**config.mk**
```make
export PLATFORM = sky130hd
export DESIGN_NAME = mmps_queue
export DESIGN_NICKNAME = d
export VERILOG_FILES = /design/src/hdl/mmps_pkg.sv /design/src/hdl/mmps_queue.sv
export SDC_FILE = /design/constraint.sdc
export NUM_CORES = 1
export LEC_CHECK = 0
export BUFFER_PORTS_ARGS = -buffer_cell sky130_fd_sc_hd__buf_2
export CORE_UTILIZATION = 45
export DETAILED_ROUTE_END_ITERATION = 10
export PLACE_DENSITY_LB_ADDON = 0.3
export SLEW_MARGIN = 20
export SYNTH_ARGS = -nofsm -noshare
export SYNTH_HDL_FRONTEND = slang
export SYNTH_SLANG_ARGS = --single-unit
export TNS_END_PERCENT = 10
```
**constraint.sdc**
```tcl
create_clock -name clock -period 1.4 [get_ports clock]
set_input_delay 0.07 -clock clock [delete_from_list [all_inputs] [get_ports clock]]
set_output_delay 0.07 -clock clock [all_outputs]
set_load 0.01 [all_outputs]
```
**src/hdl/mmps_pkg.sv**
```systemverilog
package mmps_pkg;

   localparam int MAX_CUTS_DEF    = 1024;
   localparam int LENGTH_BITS_DEF = 30;
   localparam int CUTS_W          = 11;
   localparam int NEED_W          = CUTS_W + 1;
   localparam int QUEUE_DEPTH     = 2;

   typedef enum logic {
      CSR_TOTAL_LENGTH = 1'b0,
      CSR_CUTS_TO_MAKE = 1'b1
   } csr_index_type;

   typedef enum logic [2:0] {
      ST_IDLE,
      ST_SPAN,
      ST_MID,
      ST_SCAN,
      ST_DONE
   } search_state_type;

endpackage

```
**src/hdl/mmps_queue.sv**
```systemverilog
module mmps_queue #(
   parameter int DEPTH = mmps_pkg::QUEUE_DEPTH,
   parameter int WIDTH = 8
) (
   input  logic             clock,
   input  logic             reset,
   input  logic             push,
   input  logic [WIDTH-1:0] push_data,
   input  logic             pop,
   output logic [WIDTH-1:0] pop_data,
   output logic             empty
);

   localparam int PTR_W  = (DEPTH > 1) ? $clog2(DEPTH) : 1;
   localparam int FILL_W = $clog2(DEPTH + 1);

   logic [WIDTH-1:0]  slots_ff [DEPTH];
   logic [PTR_W-1:0]  wr_ptr_ff, wr_ptr_in;
   logic [PTR_W-1:0]  rd_ptr_ff, rd_ptr_in;
   logic [FILL_W-1:0] fill_ff, fill_in;

   always_comb begin
      wr_ptr_in = wr_ptr_ff;
      rd_ptr_in = rd_ptr_ff;
      fill_in   = fill_ff;
      if (push) begin
         wr_ptr_in = (wr_ptr_ff == PTR_W'(DEPTH - 1)) ? '0 : wr_ptr_ff + PTR_W'(1);
      end
      if (pop) begin
         rd_ptr_in = (rd_ptr_ff == PTR_W'(DEPTH - 1)) ? '0 : rd_ptr_ff + PTR_W'(1);
      end
      if (push && !pop) begin
         fill_in = fill_ff + FILL_W'(1);
      end else if (pop && !push) begin
         fill_in = fill_ff - FILL_W'(1);
      end
   end

   always_ff @(posedge clock) begin
      if (reset) begin
         wr_ptr_ff <= '0;
         rd_ptr_ff <= '0;
         fill_ff   <= '0;
      end else begin
         wr_ptr_ff <= wr_ptr_in;
         rd_ptr_ff <= rd_ptr_in;
         fill_ff   <= fill_in;
      end
   end

   always_ff @(posedge clock) begin
      if (push) begin
         slots_ff[wr_ptr_ff] <= push_data;
      end
   end

   assign pop_data = slots_ff[rd_ptr_ff];
   assign empty    = (fill_ff == '0);

endmodule

```
Yosys cells after proc, flatten, opt, wreduce, memory -nomap -nowiden
Memories as Yosys holds them, arrays and structs flattened. A register that Yosys moved wholly into a read port is not among the register bits. Cells that the tools add are included.

Bits in registers: 4. Word-level logic and storage cells: 22. Memories: 1. Bits in writable memories: 16.

Reduce and logical (&&, ||, !) cells: 6. Multiplexer cells: 8. $add $sub $neg: 4.

Memories: slots_ff (words 2, bits a word 8, read ports 1, clocked after Yosys merged registers in 1, wr ports 1, line mmps_queue.sv:17) `logic [WIDTH-1:0] slots_ff [DEPTH];`.

Operator list (number): 2-to-1 mux 1 bit (6); 2-to-1 mux 2 bit (2); adder 1 bit (second input constant) (2); adder 2 x 1 -> 2 bit (second input constant) (1); logical AND 1 bit (2); logical NOT 1 bit (2); logical NOT 2 bit (1); nonzero test 2 bit (1); subtractor 2 x 1 -> 2 bit (second input constant) (1).

Longest topological paths before layout
Gate-level depths: netlist of the first run.

Depth in word-level cells: 4. Depth in mapped cells: 5.

Worst setup path before layout of the first run
OpenSTA, ideal clock, no wires.

Path type: register to register. Start: register wr_ptr_ff. End: memory slots_ff[0][0] (enable). Buffers on the path: 0. Data arrival time: 0.715 ns. Cell stages (with the launch flop): 2. Period minus slack after synthesis: 1.088 ns. Path slack: 0.312 ns. Setup time: 0.373 ns. Required time: 1.027 ns. Path through: dfxtp_1 nor2b_1.

RTL lines: start: declaration (line mmps_queue.sv:18) `logic [PTR_W-1:0] wr_ptr_ff, wr_ptr_in;`; start signal: assignment (line mmps_queue.sv:45) `wr_ptr_ff <= wr_ptr_in;`; end: declaration (line mmps_queue.sv:17).

Straight into the memory's write port.

==> results of run 1 <==
worst paths after layout:
path                                         startpoint  depth (start not counted)                  endpoint  slack (ns)
worst min-delay path                                pop                          3    rd_ptr_ff$_SDFFE_PP0P_        0.06
worst min register to register  fill_ff[1]$_SDFFE_PP0P_                          2   fill_ff[1]$_SDFFE_PP0P_        0.50
worst max-delay path                               flop                          2               pop_data[2]        0.09
worst max register to register   wr_ptr_ff$_SDFFE_PP0P_                          1  slots_ff[1][6]$_DFFE_PP_        0.30
what timing repair did:
action	4_1_cts	5_1_grt
endpoints found under the hold margin	21	0
endpoints found under the setup margin	8	0
hold buffers	9	0
resized for setup	1	0
Yosys cell counts, drive strengths merged:
master	number
xor2	2
edfxtp	16
xnor2	2
o21ai	1
and2	1
ha	1
a21oi	1
buf	1
nor2b	1
inv	1
mux2	8
dfxtp	5
nor2	5
or3	1
power by group through the flow:
| stage | Clock (mW) | Combinational (mW) | Sequential (mW) |
|---|---|---|---|
| 4_1_cts | 0.287 | 0.180 | 0.747 |
| 3_3_place_gp | 0 | 0.155 | 0.757 |
| 2_1_floorplan | 0 | 0.103 | 0.746 |
| 3_5_place_dp | 0 | 0.161 | 0.760 |
| 6_report | 0.277 | 0.178 | 0.746 |
| 5_1_grt | 0.314 | 0.192 | 0.752 |
cell usage in the layout (no fill, tap or decap):
| cell type | synthesis | routed |
|---|---|---|
| nor2_1 | 5 | 5 |
| o21ai_0 | 1 | 1 |
| buf_2 | 1 | 20 |
| and2_1 | 1 | 1 |
| ha_1 | 1 | 1 |
| clkbuf_1 | 0 | 1 |
| edfxtp_1 | 16 | 16 |
| xor2_1 | 2 | 2 |
| xnor2_1 | 2 | 2 |
| a21oi_1 | 1 | 1 |
| dlygate4sd3_1 | 0 | 9 |
| nor2b_1 | 1 | 1 |
| inv_1 | 1 | 1 |
| dfxtp_1 | 5 | 4 |
| dfxtp_2 | 0 | 1 |
| or3_1 | 1 | 1 |
| clkbuf_4 | 0 | 3 |
| mux2_2 | 8 | 8 |
| buf_4 | 0 | 1 |
critical path, delay by kind of cell, from the launching register on:
family	cells	cell delay, ns
flip-flops	1	0.45
multiplexers	1	0.36
buffers and inverters	1	0.14
area by class of cell:
type / instances / area, um^2
Tap cell: 16 / 20.0
Fill cell: 122 / 544
Timing Repair Buffer: 30 / 198
Multi-Input combinational cell: 23 / 185
Sequential cell: 21 / 582
Inverter: 1 / 3.75
Clock buffer: 4 / 26.3
metrics by stage:
step	hold WS (ns)	setup slack (ns)	power (mW)	utilization, %
after floorplan	0.139	0.312	0.850	-
after global placement	0.259	0.294	0.912	57.5
after detailed placement	0.265	0.269	0.921	57.5
after CTS	0.0651	0.0733	1.21	65.1
after global routing	0.0473	0.0235	1.26	65.1
final	0.0635	0.0895	1.20	65.1
flip-flops by register name, summed over array words and instances (netlist names), named ones only:
signal	flops
fill_ff	2
rd_ptr_ff	1
wr_ptr_ff	1
slots_ff	16
layer usage:
metal  track usage, %  up-vias
li1                 -      232
met1             13.6      227
met2             28.2       12
met3             5.42        0
met4             5.63        0
met5                0        -
logic make-up after synthesis:
group,count (synthesis)
flops,21
mux,8
simple gates,8
xor+xnor,4
compound gates,2
buf+inv,2
fa+ha+maj,1
==> summary.txt, run 1 <==
Floorplan
  – FP Rows: 14
  – IO Count: 21
  – Die X: 43.5 um
  – Initial Utilization: 49.7%
  – Die ar.: 0.00189 mm^2
  – Core area: roughly 0.0016 mm^2
  – Die H: roughly 43 um

Logic synthesis
  – Area leader, netlist: edfxtp_1
  – Synth top area cells: edfxtp_1, dfxtp_1, mux2_2, nor2_1, xnor2_1
  – Xor-xnor portion of the synthesized cell area: around 4.5%
  – Largest family of logic cells by synthesized area: multiplexers
  – Synth Cell Area: a little under 800 um^2
  – Multiplexer share of the synthesized area: about an eighth
  – Top cell type's share of synthesized area: 62.0%
  – Flops & latches, synth: 21
  – Cells after Synth: 46
  – Synth warnings: 0
  – Number of distinct library cells after synthesis: 14
  – Adder-cell share of the synthesized area: 1.62%
  – Compound-Gate Fraction of Synth Area: 1.29%
  – Synthesized Nets: slightly below 60
  – Synth Area per Inst: between 15 and 20 um^2
  – Simple-Gate Fraction of Synth Area: 4.85%
  – Sequential area share after synthesis: between 70 and 80%

Setup path
  – Setup CP Type: flop to output port
  – Crit-path cells: mux2_2 -> buf_2
  – Max stage delay cell, worst path: dfxtp_2
  – Worst EP required: 1.33 ns
  – CP peak stage delay: between 0.4 and 0.5 ns
  – Worst Path Max Fanout: 8
  – Crit start category: flop
  – CP Capture Type: output port
  – CP arrival: between 1 and 1.5 ns

STA
  – Final Cycle Share: 93.6%
  – Worst clock skew: approximately 0.0017 ns
  – Hold Vio Cnt, Final: 0
  – Fin crit period: approximately 1.3 ns
  – Final number of max-transition violations: 0
  – Setup TNS: 0 ns
  – Slew HR: 73.5%
  – F_max: approximately 760 MHz
  – # setup viols final: 0
  – Worst-Margin Slew: a little under 0.4 ns
  – RSZ-0062 raised after global routing: false

Placed design
  – I/O Buffers: 20
  – HPWL after DPL: 842 um
  – DP Area: about 900 um^2
  – GP Congestion: ~0.64
  – DP Cell Count: 82

Power
  – Leakage power total: between 0.4 and 0.5 nW
  – Psw: between 200 and 300 uW
  – Seq pwr share: 62.1%
  – Clock share of power: 23.1%
  – Comb pwr share: between 10% and 20%
  – Worst vdd ir: between 0.7 and 0.8 mV
  – Pwr dens: approximately 1200 mW/mm^2
  – P_int: approximately 930 uW
  – Switching portion of total power: approximately 23%

Worst hold path
  – Hold WC Path Type: primary input to flop

CTS
  – Clock tree buffer depth: 2
  – # Post-CTS Setup Buffers: 0
  – H-tree depth: 1
  – CTS tree: done
  – CTS Buf Count: 3
  – Worst-skew pair later-pin latency: 0.29 ns
  – CTS clk-pin slew, worst paths: between 0.1 and 0.15 ns
  – Clock sinks: 21
  – Clock root cell: clkbuf_4

Drt
  – Met2 wire len: roughly 680 um
  – DR top layer: met3
  – DRT iter0 DRCs: 13
  – DRT Pass-1 Iters: 7
  – WL final: ~1200 um
  – Final ANT Viol Nets: 0
  – Met1 WL: 485 um
  – Via density: just under 5
  – Via count: 471
  – Residual DRC count: 5
  – Metal3 WL: 50 um
  – DR WL/cell: between 10 and 15 um

Run
  – Max cap viols: 0

Finish
  – Finished Layout Cells: 95
  – Area grow syn2layout: 31.0%
  – Cell area after layout: between 0.001 and 0.0015 mm^2
  – Fin nets: between 90 and 100
  – Diode count: 0
  – Layout cell share with drive strength beyond 1: between 40% and 50%

Global routing
  – GRT Total Usage: 14.6%
  – First-pass GRT wire length: 1880 um
  – Vias in the first global route: between 400 and 500
  – Largest net degree at the start of global routing: 12
  – Total grt overflow: 0
  – Initial antenna violation count: 0

Status
  – Failing checks: DRC
  – Status: finished, violations left
(Power assumes the default switching activity.)
==> run 2: changes to the inputs <==
--- a/config.mk
+++ b/config.mk
@@ -6,7 +6,7 @@
 export NUM_CORES = 1
 export LEC_CHECK = 0
 export BUFFER_PORTS_ARGS = -buffer_cell sky130_fd_sc_hd__buf_2
-export CORE_UTILIZATION = 45
+export CORE_UTILIZATION = 48
 export DETAILED_ROUTE_END_ITERATION = 10
 export PLACE_DENSITY_LB_ADDON = 0.3
 export SLEW_MARGIN = 20
==> run 2 against run 1 <==
The run now ends clean. Sequential share of layout area is the same. Final cell count unchanged. Routed wire length grew 1.8%. Critical path depth is the same.
==> summary.txt, run 2 (same netlist as run 1, synthesis figures left out) <==
STA
  – Final number of max-transition violations: 0 (unchanged)
  – Slew HR: 73.9% (was 73.5%)
  – RSZ-0062 raised after global routing: false (unchanged)
  – Setup TNS: 0 ns (unchanged)
  – F_max: 770 MHz (was 763 MHz)
  – # setup viols final: 0 (unchanged)
  – Worst-Margin Slew: 0.391 ns (was 0.397 ns)
  – Hold Vio Cnt, Final: 0 (unchanged)
  – Worst clock skew: 0.00553 ns (was 0.00167 ns)
  – Hold WS: 0.0565 ns (was 0.0635 ns)
  – Fin crit period: 1.30 ns (was 1.31 ns)
  – Final Cycle Share: 92.8% (was 93.6%)

Worst hold path
  – Hold WC Path Type: primary input to flop (unchanged)
  – HP Start: pop (unchanged)

Setup path
  – CP arrival: 1.23 ns (was 1.24 ns)
  – Flop2flop setup slack: 0.31 ns (was 0.30 ns)
  – Worst reg2reg path endpoint: slots_ff[1][3]$_DFFE_PP_ (was slots_ff[1][6]$_DFFE_PP_)
  – Reg-to-Reg Start: wr_ptr_ff$_SDFFE_PP0P_ (unchanged)
  – Critical Path Sink: pop_data[7] (was pop_data[2])
  – Crit start category: flop (unchanged)
  – Setup CP Type: flop to output port (unchanged)
  – Worst EP required: 1.33 ns (about the same)
  – Worst Path Max Fanout: 8 (unchanged)
  – CP Capture Type: output port (unchanged)
  – FF-to-FF path depth: 1 (unchanged)

Floorplan
  – Initial Utilization: 51.4% (was 49.7%)
  – Die X: 42.2 um (was 43.5 um)
  – Core area: 0.00151 mm^2 (was 0.00156 mm^2)
  – IO Count: 21 (unchanged)
  – Die H: 42.2 um (was 43.5 um)
  – FP Rows: 14 (unchanged)
  – Die ar.: 0.00178 mm^2 (was 0.00189 mm^2)

Finish
  – Max FFs per register: 16 (unchanged)
  – Biggest regs: slots_ff: 16 flops, fill_ff: 2 flops (unchanged)
  – Biggest register: slots_ff (unchanged)
  – Post-layout util: 67.4% (was 65.1%)
  – Commonest non-fill, non-tap cell in the layout: buf_2 (unchanged)
  – Diode count: 0 (unchanged)
  – Area grow syn2layout: 31.0% (unchanged)
  – Layout cell share with drive strength beyond 1: 41.8% (unchanged)
  – Most frequent cells in the layout: buf_2, edfxtp_1, dlygate4sd3_1 (unchanged)
  – Fin nets: 93 (unchanged)

Placed design
  – GP Congestion: 0.637 (was 0.636)
  – HPWL after DPL: 773 um (was 842 um)
  – I/O Buffers: 20 (unchanged)

Power
  – Worst vdd ir: 0.654 mV (was 0.768 mV)
  – Psw: 277 uW (was 271 uW)
  – Switching portion of total power: 23.0% (was 22.6%)
  – Pwr dens: 1190 mW/mm^2 (was 1180 mW/mm^2)
  – P_int: 930 uW (about the same)
  – Seq pwr share: 61.7% (was 62.1%)
  – Comb pwr share: 14.6% (was 14.8%)
  – Leakage power total: 0.405 nW (unchanged)
  – Clock share of power: 23.7% (was 23.1%)

Global routing
  – Layer with the highest usage: met2 (unchanged)
  – Initial antenna violation count: 0 (unchanged)
  – Met2 global-route usage: 27.1% (was 28.2%)
  – Met3 usage: 2.59% (was 5.42%)
  – Total grt overflow: 0 (unchanged)
  – Vias in the first global route: 486 (was 470)
  – Largest net degree at the start of global routing: 12 (unchanged)
  – First-pass GRT wire length: 2150 um (was 1880 um)
  – Met1 GRT Util: 21.5% (was 13.6%)
  – GRT Total Usage: 17.0% (was 14.6%)

CTS
  – Clock tree buffer depth: 2 (unchanged)
  – Clock root cell: clkbuf_4 (unchanged)
  – Clock sinks: 21 (unchanged)
  – # Post-CTS Setup Buffers: 0 (unchanged)
  – H-tree depth: 1 (unchanged)
  – Worst-skew pair later-pin latency: 0.30 ns (was 0.29 ns)
  – CTS clk-pin slew, worst paths: 0.11 ns (about the same)
  – CTS tree: done (unchanged)
  – CTS Buf Count: 3 (unchanged)

Drt
  – Final ANT Viol Nets: 0 (unchanged)
  – Via density: 4.75 (was 4.96)
  – WL final: 1240 um (was 1220 um)
  – Via count: 451 (was 471)
  – Residual DRC count: 0 (was 5)
  – DRT Pass-1 Iters: 3 (was 7)
  – DR WL/cell: 13.1 um (was 12.8 um)
  – DRT iter0 DRCs: 9 (was 13)

Run
  – Max cap viols: 0 (unchanged)

Status
  – Status: finished, final reports clean (was finished, violations left)
==> run 2: cell counts in the layout (fill, tap and decap cells not counted) <==
Identical to the previous run, type by type.
==> run 2: through the flow <==
step | area, um^2 | std cells | worst slack (ns) | power (mW)
2_1_floorplan | 774 | 46 | 0.312 | 0.850
3_3_place_gp | 897 | 82 | 0.292 | 0.912
3_5_place_dp | 897 | 82 | 0.272 | 0.918
4_1_cts | 1010 | 95 | 0.0724 | 1.21
5_1_grt | 1010 | 95 | 0.0355 | 1.26
6_report | 1010 | 95 | 0.101 | 1.21
==> run 2: layout make-up <==
type                            instances  area (um^2)
Clock buffer                            4         26.3
Inverter                                1         3.75
Tap cell                               16         20.0
Timing Repair Buffer                   30          198
Sequential cell                        21          582
Fill cell                             118          492
Multi-Input combinational cell         23          185
==> run 2: power groups by stage <==
stage	Sequential (mW)	Clock (mW)	Combinational, mW
after detailed placement	0.759	0	0.159
after global placement	0.757	0	0.155
after floorplan	0.746	0	0.103
after global routing	0.751	0.315	0.195
final	0.744	0.286	0.176
after CTS	0.746	0.290	0.179
==> run 2: repair_timing <==
action                                  in CTS  in global routing
endpoints found under the setup margin       8                  0
hold buffers                                 9                  0
hold endpoints to repair                    21                  0
resized for setup                            1                  0
==> run 2: worst max-delay path, cell delays in order, from the launching register on <==
cell,delay (ns)
dfxtp_2,0.44
mux2_2,0.35
buf_2,0.14
==> run 2: routing by layer <==
metal / vias up / share of wire [%]
li1: 232 / -
met3: 2 / 3.6
met2: 11 / 46
met5: - / 0
met1: 206 / 49
met4: 0 / 0.81
==> run 2: how the worst min path moves through the flow <==
stage               depth (start not counted)                        to  slack, ns
global route                                3    rd_ptr_ff$_SDFFE_PP0P_       0.06
CTS                                         3                      flop       0.05
finish                                      3    rd_ptr_ff$_SDFFE_PP0P_       0.06
floorplan                                   1   fill_ff[1]$_SDFFE_PP0P_       0.14
detailed placement                          1  slots_ff[0][0]$_DFFE_PP_       0.26
global placement                            1  slots_ff[0][3]$_DFFE_PP_       0.26
