--- config.mk ---
export PLATFORM = sky130hd
export DESIGN_NAME = mmps_front
export DESIGN_NICKNAME = d
export VERILOG_FILES = /design/src/hdl/mmps_pkg.sv /design/src/hdl/mmps_front.sv
export SDC_FILE = /design/constraint.sdc
export NUM_CORES = 1
export LEC_CHECK = 0
export ABC_CLOCK_PERIOD_IN_PS = 6600
export BUFFER_PORTS_ARGS = -buffer_cell sky130_fd_sc_hd__buf_2
export CAP_MARGIN = 20
export CORE_ASPECT_RATIO = 1.2
export CORE_MARGIN = 2
export CORE_UTILIZATION = 46
export CTS_BUF_LIST = sky130_fd_sc_hd__clkbuf_16
export DETAILED_ROUTE_END_ITERATION = 7
export PLACE_DENSITY = 0.81
export RECOVER_POWER = 50
export SLEW_MARGIN = 10
export SYNTH_ARGS = -nofsm -noshare
export SYNTH_HDL_FRONTEND = slang
export SYNTH_SLANG_ARGS = --single-unit
--- constraint.sdc ---
create_clock -name clock -period 6.6 [get_ports clock]
set_input_delay 1.32 -clock clock [delete_from_list [all_inputs] [get_ports clock]]
set_output_delay 1.32 -clock clock [all_outputs]
set_load 0.005 [all_outputs]
--- src/hdl/mmps_pkg.sv ---
package mmps_pkg;

   localparam int MAX_CUTS_DEF    = 1024;
   localparam int LENGTH_BITS_DEF = 30;
   localparam int CUTS_W          = 11;
   localparam int NEED_W          = CUTS_W + 1;
   localparam int QUEUE_DEPTH     = 2;

   typedef enum logic {
      CSR_TOTAL_LENGTH = 1'b0,
      CSR_CUTS_TO_MAKE = 1'b1
   } csr_index_type;

   typedef enum logic [2:0] {
      ST_IDLE,
      ST_SPAN,
      ST_MID,
      ST_SCAN,
      ST_DONE
   } search_state_type;

endpackage

--- src/hdl/mmps_front.sv ---
module mmps_front #(
   parameter int MAX_CUTS    = mmps_pkg::MAX_CUTS_DEF,
   parameter int LENGTH_BITS = mmps_pkg::LENGTH_BITS_DEF,
   localparam int IDX_W  = $clog2(MAX_CUTS + 1),
   localparam int ADDR_W = (MAX_CUTS > 1) ? $clog2(MAX_CUTS) : 1,
   localparam int CSR_W  = (LENGTH_BITS > mmps_pkg::CUTS_W) ? LENGTH_BITS : mmps_pkg::CUTS_W,
   localparam int JOB_W  = IDX_W + 2 * LENGTH_BITS + mmps_pkg::NEED_W + 1
) (
   input  logic                   clock,
   input  logic                   reset,
   input  logic                   csr_wr_en,
   input  logic                   csr_index,
   input  logic [CSR_W-1:0]       csr_wdata,
   input  logic                   req_valid,
   output logic                   req_stall,
   input  logic [LENGTH_BITS-1:0] req_cut_position,
   input  logic                   req_last_cut,
   input  logic                   hold,
   output logic                   wr_en,
   output logic [ADDR_W-1:0]      wr_addr,
   output logic [LENGTH_BITS-1:0] wr_data,
   output logic                   push,
   output logic [JOB_W-1:0]       push_data
);

   localparam int CUTS_W = mmps_pkg::CUTS_W;
   localparam int NEED_W = mmps_pkg::NEED_W;

   logic [LENGTH_BITS-1:0] total_ff, total_in;
   logic [CUTS_W-1:0]      cuts_ff, cuts_in;
   logic [IDX_W-1:0]       loaded_ff, loaded_in;
   logic [LENGTH_BITS-1:0] prev_ff, prev_in;
   logic                   dropped_ff, dropped_in;

   logic                   accept;
   logic                   full;
   logic [LENGTH_BITS-1:0] piece;
   logic [LENGTH_BITS-1:0] base;
   logic [LENGTH_BITS-1:0] final_piece;
   logic [NEED_W-1:0]      need;
   logic [IDX_W-1:0]       count;

   assign req_stall = hold;
   assign accept    = req_valid && !hold;
   assign full      = (loaded_ff == IDX_W'(MAX_CUTS));

   assign piece       = (req_cut_position > prev_ff) ? req_cut_position - prev_ff : '0;
   // a dropped last request leaves the final piece anchored at the last stored cut
   assign base        = full ? prev_ff : req_cut_position;
   assign final_piece = (total_ff > base) ? total_ff - base : '0;
   assign need        = NEED_W'(cuts_ff) + NEED_W'(1);
   assign count       = full ? loaded_ff : loaded_ff + IDX_W'(1);

   always_comb begin
      total_in = total_ff;
      cuts_in  = cuts_ff;
      if (csr_wr_en) begin
         unique case (csr_index)
            mmps_pkg::CSR_TOTAL_LENGTH: total_in = csr_wdata[LENGTH_BITS-1:0];
            mmps_pkg::CSR_CUTS_TO_MAKE: cuts_in  = csr_wdata[CUTS_W-1:0];
            default:                    total_in = total_ff;
         endcase
      end
   end

   always_comb begin
      loaded_in  = loaded_ff;
      prev_in    = prev_ff;
      dropped_in = dropped_ff;
      if (accept) begin
         if (full) begin
            dropped_in = 1'b1;
         end else begin
            loaded_in = loaded_ff + IDX_W'(1);
            prev_in   = req_cut_position;
         end
         if (req_last_cut) begin
            loaded_in  = '0;
            prev_in    = '0;
            dropped_in = 1'b0;
         end
      end
   end

   always_ff @(posedge clock) begin
      if (reset) begin
         total_ff   <= '1;
         cuts_ff    <= CUTS_W'(1);
         loaded_ff  <= '0;
         prev_ff    <= '0;
         dropped_ff <= 1'b0;
      end else begin
         total_ff   <= total_in;
         cuts_ff    <= cuts_in;
         loaded_ff  <= loaded_in;
         prev_ff    <= prev_in;
         dropped_ff <= dropped_in;
      end
   end

   assign wr_en     = accept && !full;
   assign wr_addr   = loaded_ff[ADDR_W-1:0];
   assign wr_data   = piece;
   assign push      = accept && req_last_cut;
   assign push_data = {count, final_piece, total_ff, need, dropped_ff | full};

endmodule

; Word level (Yosys, flattened, before mapping)
; Cells that the tools add are included.
[totals]
regBits = 83
word_cells = 31
[op_classes]
add_sub_neg = 4
n_lt_le_gt_ge = 2
n_eq_ne = 1
mux = 8
bitwise = 2
n_reduce_logical = 9
[ops]
columns = cell, count
row1 = 2-to-1 mux 30 bit, 4
row2 = greater-than comparator 30 bit, 2
row3 = subtractor 30 bit, 2
row4 = 2-to-1 mux 11 bit, 2
row5 = adder 11 x 1 -> 12 bit (second input constant), 1
row6 = adder 11 x 1 -> 11 bit (second input constant), 1
row7 = equality test 11 bit (second input constant), 1
row8 = AND reduction 2 bit, 3
row9 = logical AND 1 bit, 3
row10 = zero test 1 bit, 2
row11 = 2-to-1 mux 1 bit, 2
row12 = nonzero test 2 bit, 1
row13 = inverter 1 bit, 1
row14 = OR 1 bit, 1

; Logic depth before layout (Yosys ltp)
[depth]
depth_word = 4
mapped_depth = 17
ltp_nobuf = 16

; Worst setup path after synthesis
; No wires, ideal clock.
[synth_timing]
kind = input port to output port
startpoint = in req_cut_position[0]
endpoint = out push_data[60]
t_arrival_ps = 3847
required_time_ps = 5280
path_slack_ps = 1433
path_stages = 13
n_path_buf = 2
cell_sequence = mux2_2 -> ha_1 -> inv_1 -> fa_1 -> a21o_1 -> a311o_1 -> a31oi_1 -> o31a_1 -> o221ai_1 -> a21oi_1 -> buf_4 -> buf_4 -> nor2_1
[synth_between]
elab_chain_len = 3
word_cells_on_any_way = 4
classes_between = 1 x add/sub / 1 x order compare / 2 x mux
[synth_rtl]
columns = item, line
row1 = from (decl), mmps_front.sv:16  ; input logic [LENGTH_BITS-1:0] req_cut_position,
row2 = 2-to-1 mux 30 bit (*), --
row3 = subtractor 30 bit / greater-than comparator 30 bit (equally long branches), mmps_front.sv:50  ; assign final_piece = (total_ff > base) ? total_ff - base : '0;
row4 = 2-to-1 mux 30 bit (*), mmps_front.sv:50
row5 = to (decl), mmps_front.sv:23  ; output logic [JOB_W-1:0] push_data
; Every way passes the cells marked *; elsewhere a longest branch is shown, timed or not.

; Final worst setup path
[layout_timing]
startpoint = reg loaded_ff[5]
endpoint = out push_data[49]
[layout_between]
elab_chain_len = 4
word_cells_on_any_way = 5
classes_between = 1 x add/sub / 1 x order compare / 1 x eq/ne / 2 x mux
[layout_rtl]
columns = item, line
row1 = from (decl), mmps_front.sv:31  ; logic [IDX_W-1:0] loaded_ff, loaded_in;
row2 = from (signal assigned), mmps_front.sv:95  ; loaded_ff <= loaded_in;
row3 = equality test 11 bit (*), mmps_front.sv:45  ; assign full = (loaded_ff == IDX_W'(MAX_CUTS));
row4 = 2-to-1 mux 30 bit (*), --
row5 = subtractor 30 bit / greater-than comparator 30 bit (equally long branches), mmps_front.sv:50
row6 = 2-to-1 mux 30 bit (*), mmps_front.sv:50
; Marked as above.

==> report_table.html <==
<table>
<tr><th>Metric</th><th>Value</th></tr>
<tr><th colspan="2">Clock network</th></tr>
<tr><td>TritonCTS buffer count</td><td>9</td></tr>
<tr><td>TritonCTS Sinks</td><td>83</td></tr>
<tr><td>Deepest clock path buffer count</td><td>2</td></tr>
<tr><td>CTS H-tree depth</td><td>3</td></tr>
<tr><td>Post-CTS resize count</td><td>0</td></tr>
<tr><td>Clock tree from TritonCTS</td><td>built</td></tr>
<tr><td>Master cell of the clock root buffer</td><td>sky130_fd_sc_hd__clkbuf_16</td></tr>
<tr><td>Number of hold-repair buffers added at the cts stage</td><td>0</td></tr>
<tr><td>Post-CTS Setup Inserts</td><td>0</td></tr>
<tr><td>CTS clock-pin slew for the worst setup and hold paths</td><td>0.06 ns</td></tr>
<tr><td>Source-to-sink clock delay at the later pin of the worst-skew pair</td><td>0.34 ns</td></tr>
<tr><th colspan="2">Route</th></tr>
<tr><td>Detailed-route DRC error count</td><td>0</td></tr>
<tr><td>Number of vias after detailed routing</td><td>7409</td></tr>
<tr><td>Antenna-violating nets left</td><td>0</td></tr>
<tr><td>First DRT Iteration DRCs</td><td>518</td></tr>
<tr><td>Vias/cell</td><td>5.46</td></tr>
<tr><td>Number of search-and-repair iterations in the first detailed-routing pass</td><td>5</td></tr>
<tr><td>Routed length per instance</td><td>14.8 um</td></tr>
<tr><td>Wire length reported by the detailed router</td><td>20000 um</td></tr>
<tr><th colspan="2">Logic synthesis</th></tr>
<tr><td>Syn_area_per_cell</td><td>7.20 um^2</td></tr>
<tr><td>Commonest register cell after synthesis</td><td>sky130_fd_sc_hd__dfxtp_1</td></tr>
<tr><td>Most frequent cell after synthesis</td><td>sky130_fd_sc_hd__nor2_1</td></tr>
<tr><td>Dominant cell type by area after synthesis</td><td>sky130_fd_sc_hd__dfxtp_1</td></tr>
<tr><td>Post-synth EDFFs</td><td>0</td></tr>
<tr><td>Gate Count Post-Synth</td><td>991</td></tr>
<tr><td>Portion of synthesized cell area occupied by the leading cell type</td><td>23.3%</td></tr>
<tr><td>Cell area after synthesis</td><td>7130 um^2</td></tr>
<tr><td>Largest cells by area after synthesis</td><td>sky130_fd_sc_hd__dfxtp_1 (23%), sky130_fd_sc_hd__ha_1 (11%), sky130_fd_sc_hd__nor2_1 (10%), sky130_fd_sc_hd__a21oi_1 (9.1%), sky130_fd_sc_hd__xnor2_1 (5.4%)</td></tr>
<tr><td>Library cells used by synthesis</td><td>64</td></tr>
<tr><td>Count of synthesis-stage warnings from yosys</td><td>0</td></tr>
<tr><td>Yosys reg bits</td><td>83</td></tr>
<tr><td>Net count of the mapped netlist</td><td>1123</td></tr>
<tr><td>Cell types with the highest counts after synthesis</td><td>sky130_fd_sc_hd__nor2_1 (198), sky130_fd_sc_hd__a21oi_1 (130), sky130_fd_sc_hd__dfxtp_1 (83), sky130_fd_sc_hd__ha_1 (63), sky130_fd_sc_hd__inv_1 (57)</td></tr>
<tr><td>Share of flip-flops with an asynchronous set or reset after synthesis</td><td>0%</td></tr>
<tr><td>Sequential cell area fraction in the yosys report</td><td>23.3%</td></tr>
<tr><th colspan="2">Worst setup path</th></tr>
<tr><td>Max FO, Critical Path</td><td>15</td></tr>
<tr><td>Type of element capturing the critical path</td><td>output port</td></tr>
<tr><td>CP Class</td><td>register to output port</td></tr>
<tr><td>Startpoint types</td><td>register</td></tr>
<tr><td>Worst Path Required</td><td>5.28 ns</td></tr>
<tr><td>Worst reg-to-reg path cell count</td><td>10</td></tr>
<tr><td>Data arrival time of the critical path</td><td>4.74 ns</td></tr>
<tr><th colspan="2">STA</th></tr>
<tr><td>Fin Clk Skew</td><td>0.00899 ns</td></tr>
<tr><td>Final number of hold-violating endpoints</td><td>0</td></tr>
<tr><td>Normalized max-slew margin</td><td>-140%</td></tr>
<tr><td>Maximum operating frequency</td><td>165 MHz</td></tr>
<tr><td>Final worst path period need</td><td>6.06 ns</td></tr>
<tr><td>Pin slew with the least headroom to its limit</td><td>3.59 ns</td></tr>
<tr><td>Setup repair after global routing missed its margin</td><td>false</td></tr>
<tr><td>Final number of setup-violating endpoints</td><td>0</td></tr>
<tr><td>Number of max-slew violations in the final report</td><td>84</td></tr>
<tr><td>Final sum of negative setup slack</td><td>0 ns</td></tr>
<tr><td>Period utilisation layout</td><td>91.9%</td></tr>
<tr><th colspan="2">Global routing</th></tr>
<tr><td>Global-route total usage across every layer</td><td>23.4%</td></tr>
<tr><td>Via count of the first global-routing pass</td><td>6736</td></tr>
<tr><td>Largest net degree at the start of global routing</td><td>84</td></tr>
<tr><td>First-pass GRT wire length</td><td>32300 um</td></tr>
<tr><td>Number of antenna violations at the first check in global routing</td><td>0</td></tr>
<tr><td>Overflow left after global routing</td><td>0</td></tr>
<tr><th colspan="2">Final layout</th></tr>
<tr><td>Synth-to-Final Area Change</td><td>17.5%</td></tr>
<tr><td>Number of diodes added for antenna fixing</td><td>0</td></tr>
<tr><td>Filler Cell Count</td><td>1569</td></tr>
<tr><td>Final standard cell count with taps included and fillers excluded</td><td>1356</td></tr>
<tr><td>Fraction of final layout cells sized beyond drive strength 1</td><td>17.7%</td></tr>
<tr><td>Utilization after layout</td><td>55.6%</td></tr>
<tr><td>Net total in the final layout</td><td>1279</td></tr>
<tr><th colspan="2">Pwr</th></tr>
<tr><td>Final total power</td><td>1570 uW</td></tr>
<tr><td>Worst supply voltage drop on vdd</td><td>0.000123 V</td></tr>
<tr><td>Power density over the cells</td><td>188 nW/um^2</td></tr>
<tr><td>Static Leak</td><td>0.00370 uW</td></tr>
<tr><th colspan="2">Die</th></tr>
<tr><td>I/O pin count</td><td>194</td></tr>
<tr><td>Area of the placeable core</td><td>15100 um^2</td></tr>
<tr><td>Floorplan die height</td><td>140 um</td></tr>
<tr><td>Initial standard-cell utilization of the core</td><td>47.3%</td></tr>
<tr><td>Die ar.</td><td>16500 um^2</td></tr>
<tr><td>Chip width</td><td>118 um</td></tr>
<tr><td>Floorplan row count</td><td>49</td></tr>
<tr><th colspan="2">Place</th></tr>
<tr><td>Post-DP HPWL</td><td>15900 um</td></tr>
<tr><td>Count of buffers inserted at the top-level ports</td><td>193</td></tr>
<tr><td>RePlAce Congestion</td><td>0.958</td></tr>
<tr><td>Dpl cells</td><td>1337</td></tr>
<tr><th colspan="2">Run status</th></tr>
<tr><td>Violated checks</td><td>max-capacitance violations, max-slew violations</td></tr>
<tr><td>Run status</td><td>complete, but fails checks</td></tr>
<tr><th colspan="2">Worst hold path</th></tr>
<tr><td>Worst Hold Class</td><td>register to register</td></tr>
<tr><td>Worst hold stages</td><td>2</td></tr>
<tr><th colspan="2">Job</th></tr>
<tr><td>Max Cap Violations</td><td>1</td></tr>
</table>
## worst max-delay path, cell delays in order (launching register included)
cell and delay [ns]:
sky130_fd_sc_hd__dfxtp_1 0.39, sky130_fd_sc_hd__nor4_1 0.36, sky130_fd_sc_hd__nand4b_1 0.20, sky130_fd_sc_hd__buf_4 0.22, sky130_fd_sc_hd__mux2_2 0.26, sky130_fd_sc_hd__ha_1 0.16
sky130_fd_sc_hd__inv_1 0.05, sky130_fd_sc_hd__fa_1 0.41, sky130_fd_sc_hd__a21o_1 0.23, sky130_fd_sc_hd__a311o_1 0.39, sky130_fd_sc_hd__a31oi_1 0.27, sky130_fd_sc_hd__o31a_1 0.30
sky130_fd_sc_hd__o221ai_1 0.26, sky130_fd_sc_hd__a21oi_2 0.41, sky130_fd_sc_hd__buf_4 0.29, sky130_fd_sc_hd__a211oi_1 0.07, sky130_fd_sc_hd__buf_2 0.14
## sequential cells by signal (all words and copies together) (netlist names)
register / cells
cuts_ff: 11
dropped_ff: 1
loaded_ff: 11
prev_ff: 30
total_ff: 30
## final cells by class
cell class | instances | area (um^2) | share of cell area (%)
timing repair buffer | 204 | 1020 | 12.1
multi-input combinational | 792 | 4970 | 59.3
tap | 204 | 255 | 3.04
clock inverter | 7 | 42.5 | 0.507
inverter | 57 | 214 | 2.55
clock buffer | 9 | 225 | 2.69
sequential | 83 | 1660 | 19.8
## path summary, 6_finish.rpt
path                 from       endpoint  slack (ns)
max reg2reg  loaded_ff[0]     prev_ff[9]        4.20
min           prev_ff[17]    prev_ff[17]        0.48
min reg2reg   prev_ff[17]    prev_ff[17]        0.48
max          loaded_ff[5]  push_data[49]        0.54
## cells by family after synthesis
family,Yosys count,synth area share (%)
AOI/OAI and AO/OA,281,25.1
xor gates and xnor gates,71,8.72
adders and majority gates,65,11.6
buffers and inverters,116,7.19
DFF,83,23.3
muxes,3,0.456
and+or+nand+nor,372,23.6
## stage by stage
| stage | hold WS [ns] | worst slack [ns] | area (um^2) |
|---|---|---|---|
| after floorplan | 0.454 | 1.43 | 7130 |
| after global placement | 0.464 | 0.729 | 8130 |
| after detailed placement | 0.473 | 0.704 | 8130 |
| after CTS | 0.486 | 0.327 | 8390 |
| after global routing | 0.503 | 0.128 | 8380 |
| final | 0.481 | 0.536 | 8380 |
## cell usage in the layout (no fill, tap or decap), types with 5 or more instances in the layout
| cell | netlist | routed |
|---|---|---|
| sky130_fd_sc_hd__nor2_1 | 198 | 198 |
| sky130_fd_sc_hd__buf_2 | 2 | 170 |
| sky130_fd_sc_hd__a21oi_1 | 130 | 129 |
| sky130_fd_sc_hd__dfxtp_1 | 83 | 83 |
| sky130_fd_sc_hd__ha_1 | 63 | 63 |
| sky130_fd_sc_hd__inv_1 | 57 | 57 |
| sky130_fd_sc_hd__nand2_1 | 56 | 56 |
| sky130_fd_sc_hd__xnor2_1 | 44 | 44 |
| sky130_fd_sc_hd__nor2b_1 | 37 | 36 |
| sky130_fd_sc_hd__a211o_1 | 31 | 31 |
| sky130_fd_sc_hd__o21ai_0 | 28 | 28 |
| sky130_fd_sc_hd__xor2_1 | 27 | 27 |
| sky130_fd_sc_hd__clkbuf_1 | 33 | 24 |
| sky130_fd_sc_hd__nand3_1 | 21 | 21 |
| sky130_fd_sc_hd__a21o_1 | 21 | 21 |
| sky130_fd_sc_hd__nand4_1 | 14 | 14 |
| sky130_fd_sc_hd__and3_1 | 12 | 12 |
| sky130_fd_sc_hd__buf_4 | 14 | 10 |
| sky130_fd_sc_hd__clkbuf_16 | 0 | 9 |
| sky130_fd_sc_hd__a31oi_1 | 8 | 8 |
| sky130_fd_sc_hd__a22oi_1 | 8 | 8 |
| sky130_fd_sc_hd__nand2b_1 | 7 | 7 |
| sky130_fd_sc_hd__o211ai_1 | 7 | 7 |
| sky130_fd_sc_hd__o21bai_1 | 6 | 6 |
| sky130_fd_sc_hd__or3_1 | 6 | 6 |
| sky130_fd_sc_hd__o31ai_1 | 5 | 5 |
## power breakdown
group          switching (uW)  leakage (uW)  internal (uW)  total, uW
logic                     322       0.00289            252        574
clock network             205      0.000132            253        458
registers                18.9      0.000679            523        542
total                     546       0.00370           1030       1570
## routing by layer
metal  wire (um)  GRT usage (%)  vias to the layer above
met1        8970           30.2                     3362
met5           0              0                        -
met3        1200           4.15                       36
li1            -              -                     3742
met2        9410           39.8                      269
met4         459           7.23                        0
(Power assumes the default switching activity.)
